**src/rtl/mh2_pkg.sv**
```systemverilog
`timescale 1ns / 1ps
`default_nettype none

package mh2_pkg;

  localparam logic [31:0] MH_MUL = 32'h5bd1e995;
  localparam int QUEUE_DEPTH_DEF = 2;

  typedef enum logic [1:0] {
    KIND_BODY,
    KIND_LAST_FULL,
    KIND_LAST_TAIL
  } item_kind_t;

  typedef struct packed {
    item_kind_t  kind;
    logic        start;
    logic [31:0] init;
    logic [31:0] word;
    logic [1:0]  tail_n;
  } q_entry_t;

  function automatic logic [31:0] mh_mul(input logic [31:0] a);
    logic [63:0] p;
    p = {32'd0, a} * {32'd0, MH_MUL};
    return p[31:0];
  endfunction

endpackage

`default_nettype wire

```
**src/rtl/mh2_front.sv**
```systemverilog
`timescale 1ns / 1ps
`default_nettype none

module mh2_front (
  input  wire                 clk,
  input  wire                 rst_n,
  input  wire                 cfg_valid,
  output logic                cfg_ready,
  input  wire  [31:0]         cfg_seed,
  input  wire                 in_push,
  output logic                in_full,
  input  wire  [30:0]         in_key_length,
  input  wire  [31:0]         in_word,
  input  wire  [2:0]          in_byte_count,
  input  wire                 in_last,
  input  wire                 q_full,
  output logic                q_push,
  output mh2_pkg::q_entry_t   q_data
);
  import mh2_pkg::*;

  logic [31:0] seed_r;
  logic        awaiting_r;
  logic        accept;

  assign cfg_ready = 1'b1;
  assign in_full   = q_full;
  assign accept    = in_push && !q_full;
  assign q_push    = accept;

  always_comb begin
    q_data.start  = awaiting_r;
    q_data.init   = seed_r ^ {1'b0, in_key_length};
    q_data.word   = in_word;
    q_data.tail_n = in_byte_count[1:0];
    priority if (!in_last) begin
      q_data.kind = KIND_BODY;
    end else if (in_byte_count[2]) begin
      q_data.kind = KIND_LAST_FULL;
    end else begin
      q_data.kind = KIND_LAST_TAIL;
    end
  end

  always_ff @(posedge clk) begin
    if (!rst_n) begin
      seed_r     <= 32'd0;
      awaiting_r <= 1'b1;
    end else begin
      if (cfg_valid) begin
        seed_r <= cfg_seed;
      end
      if (accept) begin
        awaiting_r <= in_last;
      end
    end
  end

endmodule

`default_nettype wire

```
**src/rtl/mh2_fifo.sv**
```systemverilog
`timescale 1ns / 1ps
`default_nettype none

module mh2_fifo #(
  parameter int DEPTH = mh2_pkg::QUEUE_DEPTH_DEF
) (
  input  wire                 clk,
  input  wire                 rst_n,
  input  wire                 push,
  input  mh2_pkg::q_entry_t   push_data,
  output logic                full,
  input  wire                 pop,
  output logic                valid,
  output mh2_pkg::q_entry_t   pop_data
);
  import mh2_pkg::*;

  localparam int PW = (DEPTH > 1) ? $clog2(DEPTH) : 1;
  localparam int CW = $clog2(DEPTH + 1);

  q_entry_t        mem_r [DEPTH];
  logic [PW-1:0]   wr_ptr_r;
  logic [PW-1:0]   rd_ptr_r;
  logic [CW-1:0]   count_r;
  logic            do_push;
  logic            do_pop;

  assign full     = (count_r == CW'(DEPTH));
  assign valid    = (count_r != '0);
  assign pop_data = mem_r[rd_ptr_r];
  assign do_push  = push && !full;
  assign do_pop   = pop && valid;

  always_ff @(posedge clk) begin
    if (do_push) begin
      mem_r[wr_ptr_r] <= push_data;
    end
  end

  always_ff @(posedge clk) begin
    if (!rst_n) begin
      wr_ptr_r <= '0;
      rd_ptr_r <= '0;
      count_r  <= '0;
    end else begin
      if (do_push) begin
        wr_ptr_r <= (wr_ptr_r == PW'(DEPTH - 1)) ? '0 : wr_ptr_r + 1'b1;
      end
      if (do_pop) begin
        rd_ptr_r <= (rd_ptr_r == PW'(DEPTH - 1)) ? '0 : rd_ptr_r + 1'b1;
      end
      if (do_push && !do_pop) begin
        count_r <= count_r + 1'b1;
      end else if (do_pop && !do_push) begin
        count_r <= count_r - 1'b1;
      end
    end
  end

endmodule

`default_nettype wire

```
**src/rtl/mh2_core.sv**
```systemverilog
`timescale 1ns / 1ps
`default_nettype none

module mh2_core (
  input  wire                 clk,
  input  wire                 rst_n,
  input  wire                 q_valid,
  input  mh2_pkg::q_entry_t   q_data,
  output logic                q_pop,
  output logic                out_empty,
  input  wire                 out_pop,
  output logic [31:0]         out_hash
);
  import mh2_pkg::*;

  typedef enum logic [2:0] {
    ST_IDLE,
    ST_K1,
    ST_K2,
    ST_HM,
    ST_TAIL,
    ST_FIN,
    ST_OUT
  } state_t;

  state_t      state_r;
  logic [31:0] h_r;
  logic [31:0] k_r;
  logic [31:0] word_r;
  logic [1:0]  n_r;
  logic        last_r;
  logic [31:0] res_r;
  logic        res_valid_r;

  logic [31:0] tail_mask;
  logic [31:0] tail_x;
  logic [31:0] mul_a;
  logic [31:0] mul_p;
  logic        res_free;

  assign q_pop     = (state_r == ST_IDLE) && q_valid;
  assign out_empty = !res_valid_r;
  assign out_hash  = res_r;
  assign res_free  = !res_valid_r || out_pop;

  always_comb begin
    unique case (n_r)
      2'd0: tail_mask = 32'h0000_0000;
      2'd1: tail_mask = 32'h0000_00ff;
      2'd2: tail_mask = 32'h0000_ffff;
      2'd3: tail_mask = 32'h00ff_ffff;
    endcase
  end

  assign tail_x = h_r ^ (word_r & tail_mask);

  // one shared constant multiplier
  always_comb begin
    unique case (state_r)
      ST_K1:   mul_a = word_r;
      ST_K2:   mul_a = k_r ^ (k_r >> 24);
      ST_HM:   mul_a = h_r;
      ST_TAIL: mul_a = tail_x;
      ST_FIN:  mul_a = h_r ^ (h_r >> 13);
      default: mul_a = word_r;
    endcase
  end

  assign mul_p = mh_mul(mul_a);

  always_ff @(posedge clk) begin
    if (!rst_n) begin
      state_r     <= ST_IDLE;
      h_r         <= 32'd0;
      res_valid_r <= 1'b0;
    end else begin
      if (out_pop && res_valid_r && (state_r != ST_OUT)) begin
        res_valid_r <= 1'b0;
      end
      unique case (state_r)
        ST_IDLE: begin
          if (q_valid) begin
            if (q_data.start) begin
              h_r <= q_data.init;
            end
            word_r  <= q_data.word;
            n_r     <= q_data.tail_n;
            last_r  <= (q_data.kind != KIND_BODY);
            state_r <= (q_data.kind == KIND_LAST_TAIL) ? ST_TAIL : ST_K1;
          end
        end
        ST_K1: begin
          k_r     <= mul_p;
          state_r <= ST_K2;
        end
        ST_K2: begin
          k_r     <= mul_p;
          state_r <= ST_HM;
        end
        ST_HM: begin
          h_r <= mul_p ^ k_r;
          if (last_r) begin
            n_r     <= 2'd0;
            state_r <= ST_TAIL;
          end else begin
            state_r <= ST_IDLE;
          end
        end
        ST_TAIL: begin
          h_r     <= (n_r != 2'd0) ? mul_p : tail_x;
          state_r <= ST_FIN;
        end
        ST_FIN: begin
          h_r     <= mul_p;
          state_r <= ST_OUT;
        end
        ST_OUT: begin
          if (res_free) begin
            res_r       <= h_r ^ (h_r >> 15);
            res_valid_r <= 1'b1;
            state_r     <= ST_IDLE;
          end
        end
        default: state_r <= ST_IDLE;
      endcase
    end
  end

  a_pop_only_idle: assert property (@(posedge clk) disable iff (!rst_n)
    q_pop |=> (state_r != ST_IDLE) && ($past(state_r) == ST_IDLE))
    else $error("queue popped outside idle");

  a_res_held: assert property (@(posedge clk) disable iff (!rst_n)
    (res_valid_r && !out_pop) |=> (res_valid_r && $stable(res_r)))
    else $error("pending result overwritten or lost");

  a_out_wait: assert property (@(posedge clk) disable iff (!rst_n)
    (state_r == ST_OUT && !res_free) |=> (state_r == ST_OUT))
    else $error("result stage left while output busy");

  a_mix_seq: assert property (@(posedge clk) disable iff (!rst_n)
    (state_r == ST_K1) |=> (state_r == ST_K2) ##1 (state_r == ST_HM))
    else $error("word mix sequence broken");

endmodule

`default_nettype wire

```
**src/rtl/murmurhash2_stream.sv**
```systemverilog
`timescale 1ns / 1ps
`default_nettype none

// Streaming 32-bit MurmurHash2. Push one item per key word (little-endian, first byte in
// bits 7:0); the first item of a key carries the key length, which is xored with the seed.
// The item with last set carries 0 to 3 tail bytes or a full word and yields one hash
// on the result queue. The front registers the seed, tracks key start and classifies items
// into a queue of QUEUE_DEPTH entries; the back runs every multiply through one shared
// constant multiplier, one multiply a cycle outside IDLE and OUT, taking items only in
// IDLE. Body: IDLE, K1, K2, HM; tail: IDLE, TAIL, FIN, OUT; full last: also K1, K2, HM;
// OUT waits until the previous hash is popped. The seed write port is always ready.

module murmurhash2_stream #(
  parameter int QUEUE_DEPTH = mh2_pkg::QUEUE_DEPTH_DEF
) (
  input  wire         clk,
  input  wire         rst_n,
  input  wire         cfg_valid,
  output logic        cfg_ready,
  input  wire  [31:0] cfg_seed,
  input  wire         in_push,
  output logic        in_full,
  input  wire  [30:0] in_key_length,
  input  wire  [31:0] in_word,
  input  wire  [2:0]  in_byte_count,
  input  wire         in_last,
  output logic        out_empty,
  input  wire         out_pop,
  output logic [31:0] out_hash
);
  import mh2_pkg::*;

  q_entry_t push_data;
  q_entry_t pop_data;
  logic     q_push;
  logic     q_full;
  logic     q_valid;
  logic     q_pop;

  mh2_front u_front (
    .clk           (clk),
    .rst_n         (rst_n),
    .cfg_valid     (cfg_valid),
    .cfg_ready     (cfg_ready),
    .cfg_seed      (cfg_seed),
    .in_push       (in_push),
    .in_full       (in_full),
    .in_key_length (in_key_length),
    .in_word       (in_word),
    .in_byte_count (in_byte_count),
    .in_last       (in_last),
    .q_full        (q_full),
    .q_push        (q_push),
    .q_data        (push_data)
  );

  mh2_fifo #(
    .DEPTH (QUEUE_DEPTH)
  ) u_fifo (
    .clk       (clk),
    .rst_n     (rst_n),
    .push      (q_push),
    .push_data (push_data),
    .full      (q_full),
    .pop       (q_pop),
    .valid     (q_valid),
    .pop_data  (pop_data)
  );

  mh2_core u_core (
    .clk       (clk),
    .rst_n     (rst_n),
    .q_valid   (q_valid),
    .q_data    (pop_data),
    .q_pop     (q_pop),
    .out_empty (out_empty),
    .out_pop   (out_pop),
    .out_hash  (out_hash)
  );

endmodule

`default_nettype wire

```
**config.mk**
```make
export PLATFORM = sky130hd
export DESIGN_NAME = murmurhash2_stream
export DESIGN_NICKNAME = d
export VERILOG_FILES = /design/src/rtl/mh2_pkg.sv /design/src/rtl/mh2_front.sv /design/src/rtl/mh2_fifo.sv /design/src/rtl/mh2_core.sv /design/src/rtl/murmurhash2_stream.sv
export SDC_FILE = /design/constraint.sdc
export NUM_CORES = 1
export LEC_CHECK = 0
export BUFFER_PORTS_ARGS = -buffer_cell sky130_fd_sc_hd__buf_4
export CAP_MARGIN = 20
export CORE_MARGIN = 2
export CORE_UTILIZATION = 65
export DETAILED_ROUTE_END_ITERATION = 10
export PLACE_DENSITY = 0.85
export SYNTH_ARGS = -nofsm -noshare
export SYNTH_HDL_FRONTEND = slang
export SYNTH_SLANG_ARGS = --single-unit
export TNS_END_PERCENT = 1
```
**constraint.sdc**
```tcl
create_clock -name clk -period 13.3 [get_ports clk]
set_input_delay 0.665 -clock clk [delete_from_list [all_inputs] [get_ports clk]]
set_output_delay 0.665 -clock clk [all_outputs]
set_load 0.02 [all_outputs]
```
; After elaboration in Yosys (flattened, before gate mapping)
; Memory sizes are Yosys's and may differ from the RTL's. A register that Yosys moved wholly into a read port is not among the register bits.
; Cells that the tools add are included.
[totals]
reg_bits = 172
mem_bits_rw = 138
inputBits = 104
output_inout_bits = 35
word_cells = 97
n_memories = 1
[mem_list]
columns = name, words, width, rd, rd_clocked_by_memory_dff, wr, line
row1 = u_fifo.mem_r, 2, 69, 1, 1, 1, mh2_fifo.sv:21  ; q_entry_t mem_r [DEPTH];
[op_classes]
addsub = 4
multipliers = 1
n_eq_ne = 16
mux = 27
bitwise_logic = 7
n_reduce_logical = 28
[op_table]
columns = cell, count
row1 = $pmux 32 s4, 3
row2 = $mux 32, 3
row3 = $xor 32x32->32, 2
row4 = $and 32x32->32, 1
row5 = $mul 32x31->32 const B, 1
row6 = $xor 32x17->32, 1
row7 = $xor 32x19->32, 1
row8 = $xor 32x31->32, 1
row9 = $xor 32x8->32, 1
row10 = $pmux 3 s7, 1
row11 = $mux 2, 6
row12 = $mux 3, 4
row13 = $reduce_bool 2->1, 5
row14 = $eq 3x3->1 const B, 3
row15 = $mux 1, 9
row16 = $reduce_and 3->1, 3
row17 = $eq 2x2->1 const B, 4
row18 = $logic_and 1x1->1, 8
row19 = $eq 3x2->1 const B, 2
row20 = $ne 2x1->1 const B, 3
row21 = $logic_not 1->1, 4
row22 = $pmux 2 s2, 1
row23 = $reduce_and 2->1, 2
row24 = $reduce_and 4->1, 1
row25 = 12 further kinds, 13

; Logic depth before layout (Yosys ltp)
; Gate-level depths: netlist (run 1).
[depth]
ltp_word = 8
ltp_mapped = 38
ltp_nobuf = 35

; Hierarchy
; A second synthesis (run 1) with hierarchy kept.
[hier_totals]
hier_cells = 2060
hier_area_um2 = 23362.4
[by_module_without_submodules]
columns = mod, n_inst, cells_each, area_per_inst_um2
row1 = mh2_core, 1, 1640, 16246.8
row2 = mh2_fifo, 1, 240, 5253.8
row3 = mh2_front, 1, 180, 1861.8

; Worst setup path after synthesis (run 1)
; Ideal clock, no wire load.
[synth_timing]
path_type = register -> register
from = register u_core.state_r[0]
to = register u_core.h_r[30]
arrival_time_ns = 8.044
t_required_ns = 13.168
slack_ns = 5.124
path_stages_with_launch = 32
n_path_buf = 2
path_cell_list = dfxtp_1 -> buf_6 -> buf_2 -> inv_2 -> nor2_1 -> a32o_1 -> nor2_1 -> a21oi_1 -> a21oi_1 -> o21ai_0 -> inv_1 -> fa_1 -> inv_1 -> ha_1 -> inv_1 -> fa_1 -> fa_1 -> inv_1 -> fa_1 -> fa_1 -> fa_1 -> inv_1 -> fa_1 -> inv_1 -> ha_1 -> a21o_1 -> a21o_1 -> o41a_1 -> a31oi_1 -> xnor2_1 -> a2111oi_0 -> nor3_1
[synth_between]
elab_chain_len = 5
elab_cells_between_ends = 14
[synth_lines]
columns = item, line
row1 = start: declaration, mh2_core.sv:26  ; state_t state_r;
row2 = start signal: assignment, mh2_core.sv:89  ; state_r <= (q_data.kind == KIND_LAST_TAIL) ? ST_TAIL : ST_K1;
row3 = $eq 3x3->1 / $eq 3x2->1 (equally long branches), mh2_core.sv:59  ; unique case (state_r)
row4 = $pmux 32 s4 (*), mh2_core.sv:59
row5 = $mul 32x31->32 (*), mh2_pkg.sv:25  ; p = {32'd0, a} * {32'd0, MH_MUL};
row6 = named net u_core.mul_p[30], mh2_core.sv:38  ; logic [31:0] mul_p;
row7 = $mux 32 / $xor 32x32->32 (equally long branches), "mh2_core.sv:110, mh2_core.sv:101"
row8 = $pmux 32 s4 (*), mh2_core.sv:80  ; unique case (state_r)
row9 = end signal: assignment, mh2_core.sv:84  ; h_r <= q_data.init;
row10 = end signal: assignment, mh2_core.sv:110  ; h_r <= (n_r != 2'd0) ? mul_p : tail_x;
row11 = end signal: assignment, mh2_core.sv:114  ; h_r <= mul_p;
row12 = end: declaration, mh2_core.sv:27  ; logic [31:0] h_r;
; Mark *: on every way through the listed nets, which the timed path passes. The rest lies on a longest branch.
; A chain may end at the register's enable or synchronous reset.

; Worst setup path in the final report (run 1)
[layout_timing]
from = register u_core.state_r[1]
to = register u_core.h_r[31]
; Same word-level chain as after synthesis.

==> reports/results.md, run 1 <==
| Group | Metric | Reported |
|---|---|---|
| yosys | Mean post-synth cell area | 11.2 um^2 |
| yosys | Post-synthesis register bit count | 311 |
| yosys | Most frequently used flop master after synthesis | sky130_fd_sc_hd__edfxtp_1 |
| clocking | Number of H-tree levels | 1 |
| yosys | Yosys synthesis warning count | 0 |
| drt | Violation count after the first detailed-routing iteration | 1503 |
| worst hold path | Worst Min Path Start | in_word[7] |
| clocking | Clock latency at the later pin of the worst-skew pair | 0.57 ns |
| yosys | Cell area after synthesis | 22800 um^2 |
| drt | Routed via count divided by cell count | 5.97 |
| cells and area | Number of inserted filler cells in the final layout | 2375 |
| global route | Vias in the first global route | 16432 |
| drt | Detail Route Antenna Nets | 0 |
| floorplan | Effective utilization at floorplan | 65.9% |
| clocking | Setup Buffers After CTS | 0 |
| floorplan | Horizontal die dimension | 191 um |
| clocking | TritonCTS Sinks | 311 |
| yosys | Number of nets in the synthesized netlist | 2532 |
| sta | Final critical delay including setup and external delays | 9.29 ns |
| worst setup path | Crit-path max FO | 12 |
| drt | Average wire length per cell after detail routing | 23.3 um |
| worst hold path | Classification of the worst-slack hold path | primary input to register |
| sta | Setup repair after global routing missed its margin | no |
| worst setup path | Delay of the slowest cell on the worst path | 0.69 ns |
| floorplan | Num rows | 68 |
| yosys | Cell type with the highest aggregate area in the netlist | sky130_fd_sc_hd__edfxtp_1 |
| worst setup path | WP data arrival | 9.75 ns |
| drt | Number of vias after detailed routing | 15741 |
| clocking | CTS tree | built |
| yosys | Dominant cells by area after synthesis | sky130_fd_sc_hd__edfxtp_1, sky130_fd_sc_hd__fa_1, sky130_fd_sc_hd__ha_1 |
| job | MaxCap Viol Count | 0 |
| clocking | Post-cts hold buffer count | 0 |
| worst setup path | Setup Crit Path Kind | register to register |
| worst setup path | Most repeated library cell on the critical path | sky130_fd_sc_hd__inv_1 |
| sta | Final Cycle Share | 69.8% |
| floorplan | Die height | 191 um |
| sta | Count of pins over their slew limit | 0 |
| clocking | Number of buffers created by CTS | 30 |
| sta | Top achievable clock speed | 0.108 GHz |
| yosys | Seq/Total Area, Yosys | 37.8% |
| worst setup path | Slowest CP cell | sky130_fd_sc_hd__dfxtp_1 |
| global route | GR Util All Layers | 34.8% |
| clocking | Clock slew at reported path FFs | 0.09 ns |
| cells and area | Share of layout cells above drive strength 1 | 13.4% |
| drt | First-pass iteration count of the detailed router | 7 |
| global route | Antenna violations before repair | 1 |
| sta | Slew Limit Headroom | 29.7% |
| clocking | Number of buffers between clock root and the deepest sink | 3 |
| drt | Remaining DRCs | 0 |
| sta | Skew final | 0.0301 ns |
| worst setup path | Critical Path RT | 13.76 ns |
| yosys | Synth Instances | 2033 |
| cells and area | Synth-to-layout area growth | 11.0% |
| worst setup path | Worst setup SP type | register |
| outcome | Run status | complete, no violations |
| floorplan | Die outline area | 36600 um^2 |
| sta | Count of endpoints failing hold in the final timing report | 0 |
| clocking | CTS root buffer | sky130_fd_sc_hd__clkbuf_16 |
| sta | Setup-failing EPs final | 0 |
| floorplan | Count of boundary I/O pins | 139 |
| drt | Wire length after detailed routing | 61.4 mm |
| yosys | Number of enable flip-flop cells after synthesis | 237 |
| yosys | Synth top area share | 31.2% |
| sta | Summed negative setup slack over all endpoints | 0 ns |
| place | GP Congestion | 1.01 |
| clocking | Post-CTS resize count | 0 |
| place | Half-perimeter wire length after detailed placement | 47.7 mm |
| worst setup path | Worst setup path startpoint | u_core.state_r[1] |
| floorplan | Area inside the core boundary | 34500 um^2 |
| global route | Largest net degree at the start of global routing | 65 |
| worst setup path | Crit end category | register |
| yosys | Share of synthesized flip-flops with an asynchronous set or reset | 0% |
| yosys | Library cells used by synthesis | 83 |
| worst setup path | R2R Path Start | u_core.state_r[1] |
| cells and area | Nets | 2657 |
| global route | Overall overflow remaining after global route | 0 |
| sta | Transition time at the pin with the least slew margin | 1.06 ns |
| global route | Wire length of the first global-routing pass | 93.9 mm |
| place | IO Port Bufs | 137 |
| cells and area | Fraction of the core area covered by cells at the end of the flow | 73.2% |
path summary, 6_finish.rpt:
| kind | slack [ns] | cells past startpoint | to |
|---|---|---|---|
| hold / removal | 0.28 | 1 | u_fifo.mem_r[0][9] |
| hold reg to reg | 0.48 | 0 | u_fifo.mem_r[1][66] |
| setup / recovery | 4.01 | 34 | u_core.h_r[31] |
| setup reg to reg | 4.01 | 34 | u_core.h_r[31] |
layout by cell type (no fill, tap or decap), drive strengths merged, types with 4 or more instances in the layout:
master | synthesis | layout
nor3 | 23 | 23
xnor2 | 67 | 67
nand3 | 24 | 24
o21ai | 93 | 93
inv | 381 | 382
o21bai | 5 | 5
ha | 215 | 215
nor2b | 13 | 13
o211ai | 10 | 10
xnor3 | 4 | 4
and3 | 14 | 14
xor2 | 93 | 93
or2 | 5 | 5
o41a | 4 | 4
a31oi | 9 | 9
a221oi | 19 | 19
a21oi | 86 | 86
mux2 | 35 | 35
a21o | 11 | 11
mux2i | 68 | 68
a222oi | 6 | 6
clkinv | 0 | 13
o22ai | 7 | 7
dfxtp | 74 | 74
and2 | 5 | 5
o21a | 4 | 4
edfxtp | 237 | 237
buf | 30 | 167
a22oi | 19 | 19
a211oi | 16 | 16
nor2 | 117 | 117
nand2b | 13 | 13
nand2 | 62 | 62
clkbuf | 44 | 39
fa | 180 | 180
area by class of cell:
| cell class | count | area [um^2] | share of cell area [%] |
|---|---|---|---|
| diodes | 1 | 2.50 | 0.00990 |
| clock buffers | 39 | 816 | 3.23 |
| clock inverters | 17 | 164 | 0.649 |
| inverters | 381 | 1430 | 5.66 |
| multi-input cells | 1267 | 12400 | 49.2 |
| flip-flops and latches | 311 | 8600 | 34.0 |
| well taps | 455 | 569 | 2.25 |
| repair buffers | 167 | 1250 | 4.96 |
kinds of logic after synthesis:
| kind of cell | after synthesis | synth area share, % |
|---|---|---|
| XOR/XNOR | 164 | 6.61 |
| AO/OA/AOI/OAI | 316 | 9.35 |
| AND/OR/NAND/NOR | 288 | 6.16 |
| multiplexers | 103 | 4.72 |
| other | 1 | 0.0165 |
| flip-flops | 311 | 37.8 |
| buffers and inverters | 455 | 7.75 |
| adder cells (fa/ha/maj) | 395 | 27.6 |
critical path, delay by kind of cell (launching register included):
family | cells | cell delay (ns)
buffers and inverters | 8 | 0.83
DFF | 1 | 0.69
and+or+nand+nor | 5 | 1.01
adders and majority gates | 9 | 3.81
AOI/OAI and AO/OA | 11 | 2.71
xor gates and xnor gates | 1 | 0.16
layer usage:
layer / wire [um] / vias to the layer above / track usage [%]
met5: 0 / - / 0
met1: 24400 / 7745 / 46.2
li1: - / 7085 / -
met4: 2970 / 0 / 14.5
met3: 5420 / 191 / 6.96
met2: 28600 / 720 / 56.2
state kept, by name, indices dropped and copies added, names as in the netlist, 2 cells and up, named ones only:
| register | flops |
|---|---|
| u_core.k_r | 32 |
| u_fifo.count_r | 2 |
| u_core.h_r | 32 |
| u_front.seed_r | 32 |
| u_core.out_hash | 32 |
| u_core.word_r | 32 |
| u_core.n_r | 2 |
| u_core.state_r | 3 |
| u_fifo.mem_r | 138 |
cells in the mapped netlist, types with 13 or more instances:
cell,number
sky130_fd_sc_hd__a211oi_1,14
sky130_fd_sc_hd__a21oi_1,82
sky130_fd_sc_hd__a221oi_1,18
sky130_fd_sc_hd__a22oi_1,19
sky130_fd_sc_hd__and3_1,14
sky130_fd_sc_hd__buf_2,13
sky130_fd_sc_hd__clkbuf_1,44
sky130_fd_sc_hd__dfxtp_1,74
sky130_fd_sc_hd__edfxtp_1,237
sky130_fd_sc_hd__fa_1,180
sky130_fd_sc_hd__ha_1,215
sky130_fd_sc_hd__inv_1,380
sky130_fd_sc_hd__mux2_2,35
sky130_fd_sc_hd__mux2i_1,68
sky130_fd_sc_hd__nand2_1,61
sky130_fd_sc_hd__nand3_1,23
sky130_fd_sc_hd__nor2_1,114
sky130_fd_sc_hd__nor2b_1,13
sky130_fd_sc_hd__nor3_1,23
sky130_fd_sc_hd__o21ai_0,63
sky130_fd_sc_hd__o21ai_1,24
sky130_fd_sc_hd__xnor2_1,65
sky130_fd_sc_hd__xor2_1,93
per-stage QoR:
step	cells	hold slack [ns]	setup WS (ns)	instance area (um^2)
global placement	2581	0.431	4.43	24300
floorplan	2033	0.403	5.12	22800
global route	2637	0.271	3.51	25300
finish	2638	0.281	4.01	25300
detailed placement	2581	0.448	4.17	24300
CTS	2637	0.260	4.16	25300
Power of run 1 is not shown: default switching activity piles up to over one toggle a cycle in this logic, so the estimate is an artifact.
==> inputs of run 2 (changes only) <==
ABC_AREA = 1   (was default)
CORE_UTILIZATION = 63   (was 65)
PLACE_DENSITY = 0.83   (was 0.85)
clock period = 9.1 ns   (was 13.3 ns; I/O delays follow)
==> reports/results.md, run 2 <==
| Group | Metric | Reported | vs previous |
|---|---|---|---|
| yosys | Most frequently used flop master after synthesis | sky130_fd_sc_hd__edfxtp_1 | unchanged |
| yosys | Cell area after synthesis | 23100 um^2 | was 22800 um^2 |
| yosys | Yosys synthesis warning count | 0 | unchanged |
| worst setup path | Crit end category | register | unchanged |
| worst setup path | Slack of the worst reg-to-reg path | 0.41 ns | was 4.01 ns |
| sta | Setup-failing EPs final | 0 | unchanged |
| drt | Wire length after detailed routing | 68.9 mm | was 61.4 mm |
| cells and area | Final std cells w/o fill | 3093 | was 2638 |
| clocking | Clock latency at the later pin of the worst-skew pair | 0.57 ns | about the same |
| floorplan | Horizontal die dimension | 195 um | was 191 um |
| drt | Average wire length per cell after detail routing | 22.3 um | was 23.3 um |
| worst setup path | Most repeated library cell on the critical path | sky130_fd_sc_hd__fa_1 | was sky130_fd_sc_hd__inv_1 |
| yosys | Seq/Total Area, Yosys | 37.2% | was 37.8% |
| sta | Setup repair after global routing missed its margin | no | unchanged |
| floorplan | Area inside the core boundary | 36300 um^2 | was 34500 um^2 |
| floorplan | Die height | 195 um | was 191 um |
| clocking | Clock slew at reported path FFs | 0.07 ns | was 0.09 ns |
| cells and area | Area of the multi-input gates | 12300 um^2 | was 12400 um^2 |
| sta | Count of pins over their slew limit | 0 | unchanged |
| clocking | TritonCTS Sinks | 311 | unchanged |
| worst setup path | Critical Path RT | 9.53 ns | was 13.76 ns |
| clocking | Post-CTS resize count | 0 | unchanged |
| sta | Final critical delay including setup and external delays | 8.69 ns | was 9.29 ns |
| drt | Violation count after the first detailed-routing iteration | 1667 | was 1503 |
| global route | Vias in the first global route | 18234 | was 16432 |
| floorplan | Count of boundary I/O pins | 139 | unchanged |
| global route | Overall overflow remaining after global route | 0 | unchanged |
| sta | Count of endpoints failing hold in the final timing report | 0 | unchanged |
| drt | Routed via count divided by cell count | 5.77 | was 5.97 |
| yosys | Mean post-synth cell area | 9.41 um^2 | was 11.2 um^2 |
| sta | Summed negative setup slack over all endpoints | 0 ns | unchanged |
| worst hold path | Worst Min Path Start | in_word[24] | was in_word[7] |
| yosys | Post-synthesis register bit count | 311 | unchanged |
| worst setup path | Setup Crit Path Kind | register to register | unchanged |
| global route | Wire length of the first global-routing pass | 105 mm | was 93.9 mm |
| cells and area | Number of inserted filler cells in the final layout | 2674 | was 2375 |
| drt | Detail Route Antenna Nets | 0 | unchanged |
| yosys | Number of nets in the synthesized netlist | 2953 | was 2532 |
| worst setup path | Slowest CP cell | sky130_fd_sc_hd__inv_2 | was sky130_fd_sc_hd__dfxtp_1 |
| place | # placed instances | 3040 | was 2581 |
| yosys | Top post-synthesis cells by count | sky130_fd_sc_hd__inv_1, sky130_fd_sc_hd__nand2_1, sky130_fd_sc_hd__edfxtp_1, sky130_fd_sc_hd__ha_1, sky130_fd_sc_hd__fa_1 | was sky130_fd_sc_hd__inv_1, sky130_fd_sc_hd__edfxtp_1, sky130_fd_sc_hd__ha_1, sky130_fd_sc_hd__fa_1, sky130_fd_sc_hd__nor2_1 |
| outcome | Run status | complete, no violations | unchanged |
| cells and area | Most common cell after layout, fill and taps aside | sky130_fd_sc_hd__inv_1 | unchanged |
| cells and area | Share of layout cells above drive strength 1 | 11.6% | was 13.4% |
| yosys | Leading cell type by number of instances after synthesis | sky130_fd_sc_hd__inv_1 | unchanged |
| floorplan | Num rows | 70 | was 68 |
| yosys | Cell type with the highest aggregate area in the netlist | sky130_fd_sc_hd__edfxtp_1 | unchanged |
| sta | Slew Limit Headroom | 32.8% | was 29.7% |
| global route | Antenna violations before repair | 1 | unchanged |
| cells and area | Synth-to-layout area growth | 11.6% | was 11.0% |
| drt | Number of vias after detailed routing | 17836 | was 15741 |
| worst hold path | Classification of the worst-slack hold path | primary input to register | unchanged |
| cells and area | Most flops, register | u_fifo.mem_r | unchanged |
| worst setup path | R2R Path Start | u_core.state_r[1] | unchanged |
| sta | Skew final | 0.0162 ns | was 0.0301 ns |
| floorplan | Die outline area | 38200 um^2 | was 36600 um^2 |
| worst setup path | R2R cell count | 31 | was 34 |
| yosys | Number of enable flip-flop cells after synthesis | 237 | unchanged |
| worst setup path | Delay of the slowest cell on the worst path | 0.60 ns | was 0.69 ns |
| worst setup path | WP data arrival | 9.13 ns | was 9.75 ns |
| yosys | Synth Instances | 2454 | was 2033 |
| global route | Largest net degree at the start of global routing | 71 | was 65 |
| sta | Transition time at the pin with the least slew margin | 1.00 ns | was 1.06 ns |
| clocking | CTS tree | built | unchanged |
| floorplan | Effective utilization at floorplan | 63.5% | was 65.9% |
| drt | First-pass iteration count of the detailed router | 8 | was 7 |
| cells and area | Flip-flop count of the largest register after layout | 138 | unchanged |
| yosys | Dominant cells by area after synthesis | sky130_fd_sc_hd__edfxtp_1, sky130_fd_sc_hd__fa_1, sky130_fd_sc_hd__ha_1 | unchanged |
| yosys | Synth top area share | 30.8% | was 31.2% |
| worst hold path | Hold worst-path end | u_fifo.mem_r[0][26] | was u_fifo.mem_r[0][9] |
| place | GP Congestion | 1.06 | was 1.01 |
| yosys | Share of synthesized flip-flops with an asynchronous set or reset | 0% | unchanged |
| place | IO Port Bufs | 137 | unchanged |
| clocking | Setup Buffers After CTS | 0 | unchanged |
| global route | GR Util All Layers | 36.7% | was 34.8% |
| cells and area | Nets | 3101 | was 2657 |
| sta | Final Cycle Share | 95.5% | was 69.8% |
| cells and area | Flip-flop and latch area | 8600 um^2 | about the same |
| clocking | CTS root buffer | sky130_fd_sc_hd__clkbuf_16 | unchanged |
| clocking | Number of buffers created by CTS | 28 | was 30 |
| clocking | Number of H-tree levels | 1 | unchanged |
| place | Half-perimeter wire length after detailed placement | 53.6 mm | was 47.7 mm |
| clocking | Post-cts hold buffer count | 0 | unchanged |
| drt | Remaining DRCs | 0 | unchanged |
| yosys | Library cells used by synthesis | 58 | was 83 |
| worst hold path | Min-Delay Path Depth | 1 | unchanged |
| worst setup path | Worst setup SP type | register | unchanged |
| worst setup path | Crit-path max FO | 32 | was 12 |
| cells and area | Most used cells in the layout excluding fill and tap cells | sky130_fd_sc_hd__inv_1, sky130_fd_sc_hd__nand2_1, sky130_fd_sc_hd__edfxtp_1 | was sky130_fd_sc_hd__inv_1, sky130_fd_sc_hd__edfxtp_1, sky130_fd_sc_hd__ha_1 |
| worst setup path | Capture point of the worst reg-to-reg path | u_core.h_r[31] | unchanged |
| clocking | Number of buffers between clock root and the deepest sink | 3 | unchanged |
| job | MaxCap Viol Count | 0 | unchanged |
| sta | Top achievable clock speed | 0.115 GHz | was 0.108 GHz |
## run 2: cell count changes in the layout (fill, tap and decap cells not counted), moves of 31 or more
| cell | change |
|---|---|
| sky130_fd_sc_hd__inv_1 | +114 |
| sky130_fd_sc_hd__mux2_2 | -31 |
| sky130_fd_sc_hd__mux2i_1 | -66 |
| sky130_fd_sc_hd__nand2_1 | +374 |
| sky130_fd_sc_hd__nand3_1 | +86 |
| sky130_fd_sc_hd__nor2_1 | +31 |
| sky130_fd_sc_hd__o21ai_0 | +42 |
| sky130_fd_sc_hd__xnor2_1 | -43 |
## run 2: how the worst max path moves through the flow
stage / from / end / slack (ns) / depth (start not counted)
6_report: u_core.state_r[1] / u_core.h_r[31] / 0.41 / 31
2_1_floorplan: u_core.state_r[1] / u_core.h_r[26] / 1.10 / 37
3_3_place_gp: u_core.n_r[1] / u_core.h_r[31] / 0.72 / 30
5_1_grt: u_core.state_r[2] / u_core.h_r[31] / 0.07 / 33
4_1_cts: u_core.state_r[2] / u_core.h_r[31] / 0.57 / 30
3_5_place_dp: u_core.state_r[2] / u_core.h_r[31] / 0.60 / 30
## run 2: logic make-up after synthesis
kind of cell    after synthesis  synth area share [%]
compound gates              292                  7.58
xor+xnor                    115                  4.36
fa+ha+maj                   395                  27.3
buf+inv                     579                  9.54
flops                       311                  37.2
mux                           6                 0.282
other cells                   1                0.0162
simple gates                755                  13.7
## run 2: worst max-delay path: cells and delay by family (launching register included)
kind            cells  cell delay (ns)
fa+ha+maj           9             4.16
simple gates        8             1.30
compound gates      6             1.26
buf+inv             7             1.09
flops               1             0.54
xor+xnor            1             0.18
## run 2: cell type report
type	count	share of cell area (%)
multi-input cells	1564	47.8
clock buffers	36	3.00
well taps	468	2.27
inverters	503	7.33
flip-flops and latches	311	33.4
diodes	1	0.00971
repair buffers	194	5.65
clock inverters	16	0.583
## run 2: per-layer routing
metal	wire length, um	track usage [%]	share of wire, %
met1	25600	44.9	37
met2	33500	63.1	49
met3	5600	5.79	8.1
met4	4270	19.2	6.2
met5	0	0	0
## run 2: through the flow
stage / utilization (%) / setup WS (ns) / instance area [um^2] / hold WS [ns]
floorplan: - / 1.10 / 23100 / 0.406
global placement: 68.4 / 0.719 / 24900 / 0.428
detailed placement: 68.4 / 0.599 / 24900 / 0.444
CTS: 70.9 / 0.565 / 25800 / 0.0619
global route: 70.9 / 0.0721 / 25800 / 0.0643
finish: 70.9 / 0.409 / 25800 / 0.0700
Power of run 2 is left out for the same reason.
